===== src/alrs_pkg.sv =====
// Package for the append-only log scanner: slot geometry, record constants,
// the result type and the byte-wide reflected CRC-32 step.
// Used by the channel interfaces and by append_log_latest_record_scan.
package alrs_pkg;

    // Page and record geometry.
    localparam int SLOT_BYTES    = 272;
    localparam int SLOT_COUNT    = 7;
    localparam int PAYLOAD_BYTES = 252;
    localparam int PAYLOAD_START = 16;
    localparam int COMMIT_AT     = PAYLOAD_START + PAYLOAD_BYTES;

    localparam int OFF_W  = $clog2(SLOT_BYTES);
    localparam int SLOT_W = $clog2(SLOT_COUNT + 1);

    // Record constants.
    localparam logic [31:0] LOG_MAGIC   = 32'h5650_4B54;
    localparam logic [31:0] LOG_COMMIT  = 32'h5449_4D43;
    localparam logic [15:0] LOG_VERSION = 16'd8;
    localparam logic [31:0] CRC_INIT    = 32'hFFFF_FFFF;
    localparam logic [31:0] CRC_POLY    = 32'hEDB8_8320;

    typedef logic [OFF_W-1:0]  offset_t;
    typedef logic [SLOT_W-1:0] slot_t;

    // One verdict as it leaves the block.
    typedef struct packed {
        logic [2:0]  slot_number;
        logic        slot_erased;
        logic        slot_valid;
        logic [31:0] slot_sequence;
        logic        latest_found;
        logic [2:0]  latest_slot;
        logic [31:0] latest_sequence;
        logic [2:0]  next_free_slot;
        logic        scan_finished;
    } result_t;

    // Reflected CRC-32 over one byte, eight shift steps unrolled.
    function automatic logic [31:0] crc32_byte(input logic [31:0] crc_in,
                                               input logic [7:0]  data);
        logic [31:0] c;
        c = crc_in ^ {24'h0, data};
        for (int k = 0; k < 8; k++)
        begin
            c = c[0] ? ((c >> 1) ^ CRC_POLY) : (c >> 1);
        end
        return c;
    endfunction

    // Slot index narrowed or widened to the three-bit result fields.
    function automatic logic [2:0] slot3(input logic [31:0] s);
        return s[2:0];
    endfunction

endpackage


===== src/alrs_if.sv =====
// Channel interfaces of the log scanner: the page byte stream and the verdicts.
// Depends on alrs_pkg for the verdict type.
interface alrs_page_if;
    logic       valid;
    logic       ready;
    logic [7:0] byte_value;
    logic       page_start;

    modport source (output valid, byte_value, page_start, input ready);
    modport sink   (input valid, byte_value, page_start, output ready);
endinterface

interface alrs_verdict_if;
    logic              valid;
    logic              ready;
    alrs_pkg::result_t payload;

    modport source (output valid, payload, input ready);
    modport sink   (input valid, payload, output ready);
endinterface


===== src/append_log_latest_record_scan.sv =====
// A verdict is in the output register in the cycle after the byte that ends a slot
// (the last slot byte, or the eighth byte of an erased slot) is transferred.
// Throughput: one byte per cycle while no verdict waits; the CRC step and field capture finish in that cycle.
// A verdict that waits while the receiver stalls holds off further bytes until it is taken.
// Reset (rst_n low, asynchronous) arms a scan at slot 0, offset 0 and clears the latest record.
module append_log_latest_record_scan (
    input logic           clk,
    input logic           rst_n,
    alrs_page_if.sink     page,
    alrs_verdict_if.source verdict
);
    import alrs_pkg::*;

    // Scan state.
    offset_t     off_reg, off_next;
    slot_t       slot_reg, slot_next;
    logic [31:0] crc_reg, crc_next;
    logic [31:0] magic_reg, magic_next;
    logic [15:0] version_reg, version_next;
    logic [15:0] size_reg, size_next;
    logic [31:0] seq_reg, seq_next;
    logic [31:0] hcrc_reg, hcrc_next;
    logic [31:0] commit_reg, commit_next;
    logic        ones_reg, ones_next;
    logic        best_present_reg, best_present_next;
    slot_t       best_slot_reg, best_slot_next;
    logic [31:0] best_seq_reg, best_seq_next;
    logic        scan_over_reg, scan_over_next;

    // Output register.
    logic        res_valid_reg, res_valid_next;
    result_t     res_reg, res_next;

    logic        accept, process, result_load;
    logic        restart, first_byte, erased_hit, last_byte, rec_valid, finished, better;
    offset_t     eff_off;
    slot_t       eff_slot;
    logic        eff_scan_over, eff_best_present;
    slot_t       eff_best_slot;
    logic [31:0] eff_best_seq;
    logic [31:0] off32, commit_idx;
    logic [7:0]  b;

    assign page.ready    = !res_valid_reg || verdict.ready;
    assign accept        = page.valid && page.ready;
    assign verdict.valid = res_valid_reg;
    assign verdict.payload = res_reg;

    // Byte decode, record assembly, CRC update and slot verdict.
    always_comb
    begin
        b       = page.byte_value;
        restart = page.page_start;

        eff_off          = restart ? '0 : off_reg;
        eff_slot         = restart ? '0 : slot_reg;
        eff_scan_over    = restart ? 1'b0 : scan_over_reg;
        eff_best_present = restart ? 1'b0 : best_present_reg;
        eff_best_slot    = restart ? '0 : best_slot_reg;
        eff_best_seq     = restart ? '0 : best_seq_reg;

        off32      = 32'(eff_off);
        commit_idx = off32 - 32'(COMMIT_AT);
        first_byte = (eff_off == '0);

        // A new slot starts from cleared fields and a fresh CRC.
        magic_next   = first_byte ? '0 : magic_reg;
        version_next = first_byte ? '0 : version_reg;
        size_next    = first_byte ? '0 : size_reg;
        seq_next     = first_byte ? '0 : seq_reg;
        hcrc_next    = first_byte ? '0 : hcrc_reg;
        commit_next  = first_byte ? '0 : commit_reg;
        crc_next     = first_byte ? CRC_INIT : crc_reg;
        ones_next    = first_byte ? 1'b1 : ones_reg;

        if (off32 < 32'd8 && b != 8'hFF)
        begin
            ones_next = 1'b0;
        end

        // Little-endian byte lanes of the header and trailer.
        if (off32 < 32'd4)
        begin
            magic_next[{off32[1:0], 3'b000} +: 8] = b;
        end
        else if (off32 < 32'd6)
        begin
            version_next[{off32[0], 3'b000} +: 8] = b;
        end
        else if (off32 < 32'd8)
        begin
            size_next[{off32[0], 3'b000} +: 8] = b;
        end
        else if (off32 < 32'd12)
        begin
            seq_next[{off32[1:0], 3'b000} +: 8] = b;
        end
        else if (off32 < 32'd16)
        begin
            hcrc_next[{off32[1:0], 3'b000} +: 8] = b;
        end
        else if (off32 >= 32'(COMMIT_AT) && off32 < 32'(COMMIT_AT + 4))
        begin
            commit_next[{commit_idx[1:0], 3'b000} +: 8] = b;
        end

        // CRC covers version, size, sequence and payload.
        if ((off32 >= 32'd4 && off32 < 32'd12) ||
            (off32 >= 32'(PAYLOAD_START) && off32 < 32'(COMMIT_AT)))
        begin
            crc_next = crc32_byte(crc_next, b);
        end

        erased_hit = (off32 == 32'd7) && ones_next;
        last_byte  = (off32 + 32'd1 >= 32'(SLOT_BYTES));
        rec_valid  = (magic_next == LOG_MAGIC) && (version_next == LOG_VERSION)
                  && (size_next == 16'(PAYLOAD_BYTES)) && (commit_next == LOG_COMMIT)
                  && (hcrc_next == ~crc_next);
        finished   = (32'(eff_slot) + 32'd1 >= 32'(SLOT_COUNT));
        better     = rec_valid && (!eff_best_present || seq_next >= eff_best_seq);

        process = accept && !eff_scan_over;

        off_next          = off_reg;
        slot_next         = slot_reg;
        best_present_next = best_present_reg;
        best_slot_next    = best_slot_reg;
        best_seq_next     = best_seq_reg;
        scan_over_next    = scan_over_reg;
        result_load       = 1'b0;
        res_next          = res_reg;

        if (process)
        begin
            slot_next         = eff_slot;
            best_present_next = eff_best_present;
            best_slot_next    = eff_best_slot;
            best_seq_next     = eff_best_seq;
            scan_over_next    = 1'b0;
            if (erased_hit)
            begin
                // Erased slot: report it as the first free slot and stop.
                off_next                 = eff_off;
                scan_over_next           = 1'b1;
                result_load              = 1'b1;
                res_next.slot_number     = slot3(32'(eff_slot));
                res_next.slot_erased     = 1'b1;
                res_next.slot_valid      = 1'b0;
                res_next.slot_sequence   = '0;
                res_next.latest_found    = eff_best_present;
                res_next.latest_slot     = slot3(32'(eff_best_slot));
                res_next.latest_sequence = eff_best_seq;
                res_next.next_free_slot  = slot3(32'(eff_slot));
                res_next.scan_finished   = 1'b1;
            end
            else if (last_byte)
            begin
                // Slot complete: judge it and fold it into the latest record.
                if (better)
                begin
                    best_present_next = 1'b1;
                    best_slot_next    = eff_slot;
                    best_seq_next     = seq_next;
                end
                off_next                 = '0;
                slot_next                = eff_slot + slot_t'(1);
                scan_over_next           = finished;
                result_load              = 1'b1;
                res_next.slot_number     = slot3(32'(eff_slot));
                res_next.slot_erased     = 1'b0;
                res_next.slot_valid      = rec_valid;
                res_next.slot_sequence   = seq_next;
                res_next.latest_found    = best_present_next;
                res_next.latest_slot     = slot3(32'(best_slot_next));
                res_next.latest_sequence = best_seq_next;
                res_next.next_free_slot  = slot3(32'(eff_slot) + 32'd1);
                res_next.scan_finished   = finished;
            end
            else
            begin
                off_next = eff_off + offset_t'(1);
            end
        end

        res_valid_next = result_load || (res_valid_reg && !verdict.ready);
    end

    // Control state, reset to an armed scan.
    always_ff @(posedge clk or negedge rst_n)
    begin
        if (!rst_n)
        begin
            off_reg          <= '0;
            slot_reg         <= '0;
            ones_reg         <= 1'b1;
            best_present_reg <= 1'b0;
            best_slot_reg    <= '0;
            best_seq_reg     <= '0;
            scan_over_reg    <= 1'b0;
            res_valid_reg    <= 1'b0;
        end
        else
        begin
            off_reg          <= off_next;
            slot_reg         <= slot_next;
            best_present_reg <= best_present_next;
            best_slot_reg    <= best_slot_next;
            best_seq_reg     <= best_seq_next;
            scan_over_reg    <= scan_over_next;
            res_valid_reg    <= res_valid_next;
            if (process)
            begin
                ones_reg <= ones_next;
            end
        end
    end

    // Record fields and the result payload, taken only when a byte is worked on.
    always_ff @(posedge clk)
    begin
        if (process)
        begin
            crc_reg     <= crc_next;
            magic_reg   <= magic_next;
            version_reg <= version_next;
            size_reg    <= size_next;
            seq_reg     <= seq_next;
            hcrc_reg    <= hcrc_next;
            commit_reg  <= commit_next;
        end
        if (result_load)
        begin
            res_reg <= res_next;
        end
    end

    // An erased slot is never also a valid record.
    a_erased_not_valid: assert property (@(posedge clk) disable iff (!rst_n)
        res_valid_reg |-> !(res_reg.slot_erased && res_reg.slot_valid))
        else $error("verdict both erased and valid");

    // An erased slot ends the scan and is itself the first free slot.
    a_erased_ends_scan: assert property (@(posedge clk) disable iff (!rst_n)
        (res_valid_reg && res_reg.slot_erased) |->
            (res_reg.scan_finished && res_reg.next_free_slot == res_reg.slot_number
             && res_reg.slot_sequence == 32'd0))
        else $error("erased verdict fields inconsistent");

    // Bytes after the end of a scan produce no verdict.
    a_quiet_after_end: assert property (@(posedge clk) disable iff (!rst_n)
        (accept && scan_over_reg && !page.page_start) |-> !result_load)
        else $error("verdict after end of scan");

    // The slot offset stays within the slot.
    a_offset_range: assert property (@(posedge clk) disable iff (!rst_n)
        32'(off_reg) < 32'(SLOT_BYTES))
        else $error("slot offset out of range");

    // Without a valid record the latest-record fields read as zero.
    a_latest_zero: assert property (@(posedge clk) disable iff (!rst_n)
        (res_valid_reg && !res_reg.latest_found) |->
            (res_reg.latest_slot == 3'd0 && res_reg.latest_sequence == 32'd0))
        else $error("latest record reported without a valid record");

    // A new verdict never overwrites one that is still waiting.
    a_no_overwrite: assert property (@(posedge clk) disable iff (!rst_n)
        (res_valid_reg && !verdict.ready) |-> !result_load)
        else $error("waiting verdict overwritten");

endmodule


===== src/flat_wrapper.sv =====
// flat-port wrapper written by rule: the top's interface ports become plain ports
module append_log_latest_record_scan_flat import alrs_pkg::*;
  (clk, rst_n, page_valid, page_byte_value, page_page_start, page_ready, verdict_valid, verdict_payload, verdict_ready);
  alrs_page_if page_i ();
  alrs_verdict_if verdict_i ();
  input logic clk;
  input logic rst_n;
  input wire logic [$bits(page_i.valid)-1:0] page_valid;
  input wire logic [$bits(page_i.byte_value)-1:0] page_byte_value;
  input wire logic [$bits(page_i.page_start)-1:0] page_page_start;
  output wire logic [$bits(page_i.ready)-1:0] page_ready;
  output wire logic [$bits(verdict_i.valid)-1:0] verdict_valid;
  output wire logic [$bits(verdict_i.payload)-1:0] verdict_payload;
  input wire logic [$bits(verdict_i.ready)-1:0] verdict_ready;
  assign page_i.valid = page_valid;
  assign page_i.byte_value = page_byte_value;
  assign page_i.page_start = page_page_start;
  assign page_ready = page_i.ready;
  assign verdict_valid = verdict_i.valid;
  assign verdict_payload = verdict_i.payload;
  assign verdict_i.ready = verdict_ready;
  append_log_latest_record_scan u_core (.clk(clk), .rst_n(rst_n), .page(page_i), .verdict(verdict_i));
endmodule

===== config.mk =====
export PLATFORM = sky130hd
export DESIGN_NAME = append_log_latest_record_scan_flat
export DESIGN_NICKNAME = d
export VERILOG_FILES = /design/src/alrs_pkg.sv /design/src/alrs_if.sv /design/src/append_log_latest_record_scan.sv /design/src/flat_wrapper.sv
export SDC_FILE = /design/constraint.sdc
export NUM_CORES = 1
export LEC_CHECK = 0
export BUFFER_PORTS_ARGS = -buffer_cell sky130_fd_sc_hd__buf_2
export CORE_MARGIN = 2
export CORE_UTILIZATION = 39
export DETAILED_ROUTE_END_ITERATION = 10
export PLACE_DENSITY_LB_ADDON = 0.12
export REMOVE_ABC_BUFFERS = 1
export SLEW_MARGIN = 40
export SYNTH_ARGS = -nofsm -noshare
export SYNTH_HDL_FRONTEND = slang
export SYNTH_SLANG_ARGS = --single-unit

===== constraint.sdc =====
create_clock -name clk -period 9.6 [get_ports clk]
set_input_delay 0.48 -clock clk [delete_from_list [all_inputs] [get_ports clk]]
set_output_delay 0.48 -clock clk [all_outputs]
set_load 0.02 [all_outputs]

==> summary.md <==
| Metric | Value |
|---|---|
| Critical-path cell list | `nor2b_1, inv_1, ha_1, or4b_1, o21ai_4, buf_4, or3_1, buf_4, nor2_1, a22o_1, a2111oi_0, o2111ai_1, nor4_1, nand4_2, nor2_4, buf_8, buf_4, mux2i_1` |
| Asr flop ratio synth | `0.159` |
| Row Count | `~80` |
| Top cell type by total area after synthesis | `edfxtp_1` |
| Share of cells above drive strength 1 | `0.126` |
| GR Overflow Total | `0` |
| Final HPWL DP | `39.3 mm` |
| Crit path DAT | `approximately 7 ns` |
| Synthesized-area fraction occupied by and/or/nand/nor cells | `0.149` |
| Slew @ Worst Pin | `between 0.9 and 1 ns` |
| Met1 wire length | `approximately 27 mm` |
| Static Leakage | `between 7 and 8 nW` |
| Final number of setup-violating endpoints | `0` |
| Total power consumption of the routed design | `roughly 0.0037 W` |
| Port bufs | `between 90 and 100` |
| Skew-Pair Late Insertion Delay | `between 0.5 and 0.6 ns` |
| Min Clock Period, post-route | `approximately 6.7 ns` |
| Pins Over Slew Limit | `0` |
| First-pass GRT wire length | `about 90 mm` |
| Ports | `92` |
| Peak clock frequency supported by timing | `approximately 0.15 GHz` |
| Share of the synthesized area in the top cell type | `0.439` |
| Worst reg-to-reg setup slack | `2.88 ns` |
| N_diodes | `0` |
| Worst path top cell family by delay | `simple AND/OR/NAND/NOR gates` |
| Adder-Cell Fraction of Synth Area | `0.0245` |
| Core Area | `around 47000 µm²` |
| Worst min-delay path class | `in2async` |
| Largest cells by area after synthesis | `edfxtp_1 (44%), dfrtp_1 (6.8%), mux2i_1 (4.1%)` |
| # resized after CTS | `0` |
| Cell count after synthesis | `1703` |
| Area added between synthesis and finish | `11.8%` |
| Pin count of the biggest net entering global routing | `137` |
| Dominant combinational cell family by area after synthesis | `compound AO/OA/AOI/OAI gates` |
| Initial standard-cell utilization of the core | `0.395` |
| P per Cell Area | `182 nW/µm²` |
| Hold-fix buffer count after cts | `0` |
| Gp weighted congestion | `roughly 0.9` |
| Number of global-route vias before repair | `approximately 14000` |
| CTS tree | `built` |
| Sequential cell area fraction in the yosys report | `0.509` |
| Worst setup EP type | `flop` |
| Met3 routed WL | `about 3.9 mm` |
| Synth Area in XOR/XNOR | `0.0652` |
| CP Depth | `18` |
| Worst-path maximum fanout | `26` |
| Failing checks | `negative hold slack` |
| Reg clk slew, reported paths | `approximately 0.06 ns` |
| Average size of a mapped cell | `10.8 µm²` |
| Critical path data required time | `9.88 ns` |
| Total via count in the routed design | `roughly 14000` |
| Wire length on met2 | `approximately 27 mm` |
| DRC violation count after routing | `0` |
| Finished Core Util | `0.442` |
| WHS | `-0.00957 ns` |
| Timing startpoint of the critical path | `u_core.off_reg[0]` |
| Top cells by instance count after synthesis | `edfxtp_1 (269), nand2_1 (191), nor2_1 (139)` |
| Highest routed metal layer | `met4` |
| Multiplexer share of the synthesized area | `0.0450` |
| Clock root buffer | `clkbuf_16` |
| Warnings from Yosys | `0` |
| Setup repair after global routing missed its margin | `false` |
| Clock tree skew after final layout | `approximately 0.017 ns` |
| Full die area | `approximately 50000 µm²` |
| CP max-delay cell | `or4b_1` |
| MaxCap Viol Count | `0` |
| Placed cell count | `~2300` |
| Post-synthesis compound-gate area fraction | `0.161` |
| Initial antenna violation count | `0` |
| Final non-filler cell total | `2380` |
| Capturing instance or port of the critical path | `u_core.verdict.payload[17]` |
| Vias per Instance | `6.04` |
| Max stage delay on crit path | `0.61 ns` |
| Setup Buffers After CTS | `0` |
| CTS HTree Levels | `2` |
| Number of distinct library cells after synthesis | `93` |
| Maximum clock insertion buffer count | `3` |
| VDD IR max | `between 0.1 and 0.15 mV` |
| Post-synth EDFFs | `269` |
| Reg-to-Reg Start | `u_core.off_reg[0]` |
| Number of fill cells | `about 4400` |
| Run status | `complete, but fails checks` |
| Most used standard cell by instance count after synthesis | `edfxtp_1` |
| Worst flop-to-flop path endpoint | `u_core.verdict.payload[17]` |
| Buffer and inverter count on the worst path | `5` |
| Hold violation total from the final report | `19` |
| Startpoint-to-endpoint class of the critical path | `reg2reg` |
| Clk sinks | `320` |
| Iteration-0 DRC count of the detailed router | `1564` |
| DRT antenna net count | `0` |
| Fraction of the cycle the final worst path needs | `0.700` |
| Die outline width | `221 µm` |
| Synth Cell Area | `18400 µm²` |
| Number of detailed-route iterations in the first pass | `5` |
| Post-DR wirelength/cell | `25.1 µm` |
| Cell count of the worst reg-to-reg path | `18` |
| Max FFs per register | `a little under 80` |
| Remaining max-slew budget at the tightest pin | `0.362` |
| Flip-flop and latch count after synthesis | `320` |
| Most Frequent Cell on Critical Path | `buf_4` |
| Detailed-route wire length | `59.7 mm` |
| Height of the chip | `between 200 and 250 µm` |
| Leading register cell type out of synthesis | `edfxtp_1` |
| Final nets | `1795` |
| Startpoint type of the worst setup path | `flop` |
| Total global-route track usage | `0.240` |
| Total CTS buffers | `39` |
-- logic make-up after synthesis --
logic type                 after synthesis
adders and majority gates               36
AOI/OAI and AO/OA                      417
muxes                                   82
and+or+nand+nor                        543
xor gates and xnor gates               116
buffers and inverters                  189
DFF                                    320
-- how the worst min path moves through the flow --
stage / startpoint / end
floorplan: rst_n / u_core.best_present_reg
global placement: u_core.scan_over_reg / u_core.scan_over_reg
detailed placement: u_core.best_present_reg / u_core.best_present_reg
CTS: rst_n / u_core.best_seq_reg[23]
global route: rst_n / u_core.off_reg[5]
finish: rst_n / u_core.verdict.valid
-- final cells by class --
class / count / area, µm² / share of cell area
Clock buffer: 56 / 1070 / 0.0520
Tap cell: 607 / 759 / 0.0369
Multi-Input combinational cell: 1194 / 8260 / 0.402
Sequential cell: 320 / 9360 / 0.455
Inverter: 60 / 238 / 0.0116
Timing Repair Buffer: 131 / 774 / 0.0377
Clock inverter: 12 / 96.3 / 0.00469
-- metrics by stage --
| stage | worst slack (ns) | TNS, ns | area [µm²] |
|---|---|---|---|
| floorplan | -1.25 | -96.23 | 17800 |
| global placement | 2.60 | 0 | 19300 |
| detailed placement | 2.30 | 0 | 19300 |
| CTS | 2.56 | 0 | 20500 |
| global route | 2.47 | 0 | 20600 |
| finish | 2.88 | 0 | 20600 |
-- layout by cell type (no fill, tap or decap), types with 8 or more instances in the layout --
cell type	count
buf_4	36
a22o_1	52
nand3_1	29
nand4_1	23
nand3b_1	9
dfrtp_1	50
mux2i_1	76
o31ai_1	11
or3_1	9
and3_1	10
a22oi_1	10
nor4_1	16
clkbuf_1	14
nor2b_1	8
a21o_1	26
ha_1	36
xor2_1	26
a211oi_1	19
a21oi_1	56
a32oi_1	17
nor3b_1	8
xnor3_1	10
clkbuf_16	39
nor2_1	137
o22ai_1	14
edfxtp_1	269
nor3_1	29
a31oi_1	21
xnor2_1	75
a32o_1	19
buf_2	91
o211ai_1	11
nand2_1	191
inv_1	59
o21ai_0	79
-- layer usage --
metal / vias up / global-route usage
li1: 6491 / -
met1: 7170 / 0.336
met5: - / 0
met3: 127 / 0.0426
met4: 0 / 0.0747
met2: 587 / 0.377
-- power by group --
| part | internal (W) | switching (W) |
|---|---|---|
| Combinational | 0.000240 | 0.000458 |
| Clock | 0.000802 | 0.000601 |
| Sequential | 0.00160 | 0.0000466 |
| Total | 0.00264 | 0.00111 |
Note: power is estimated with default switching activity, not from simulation.
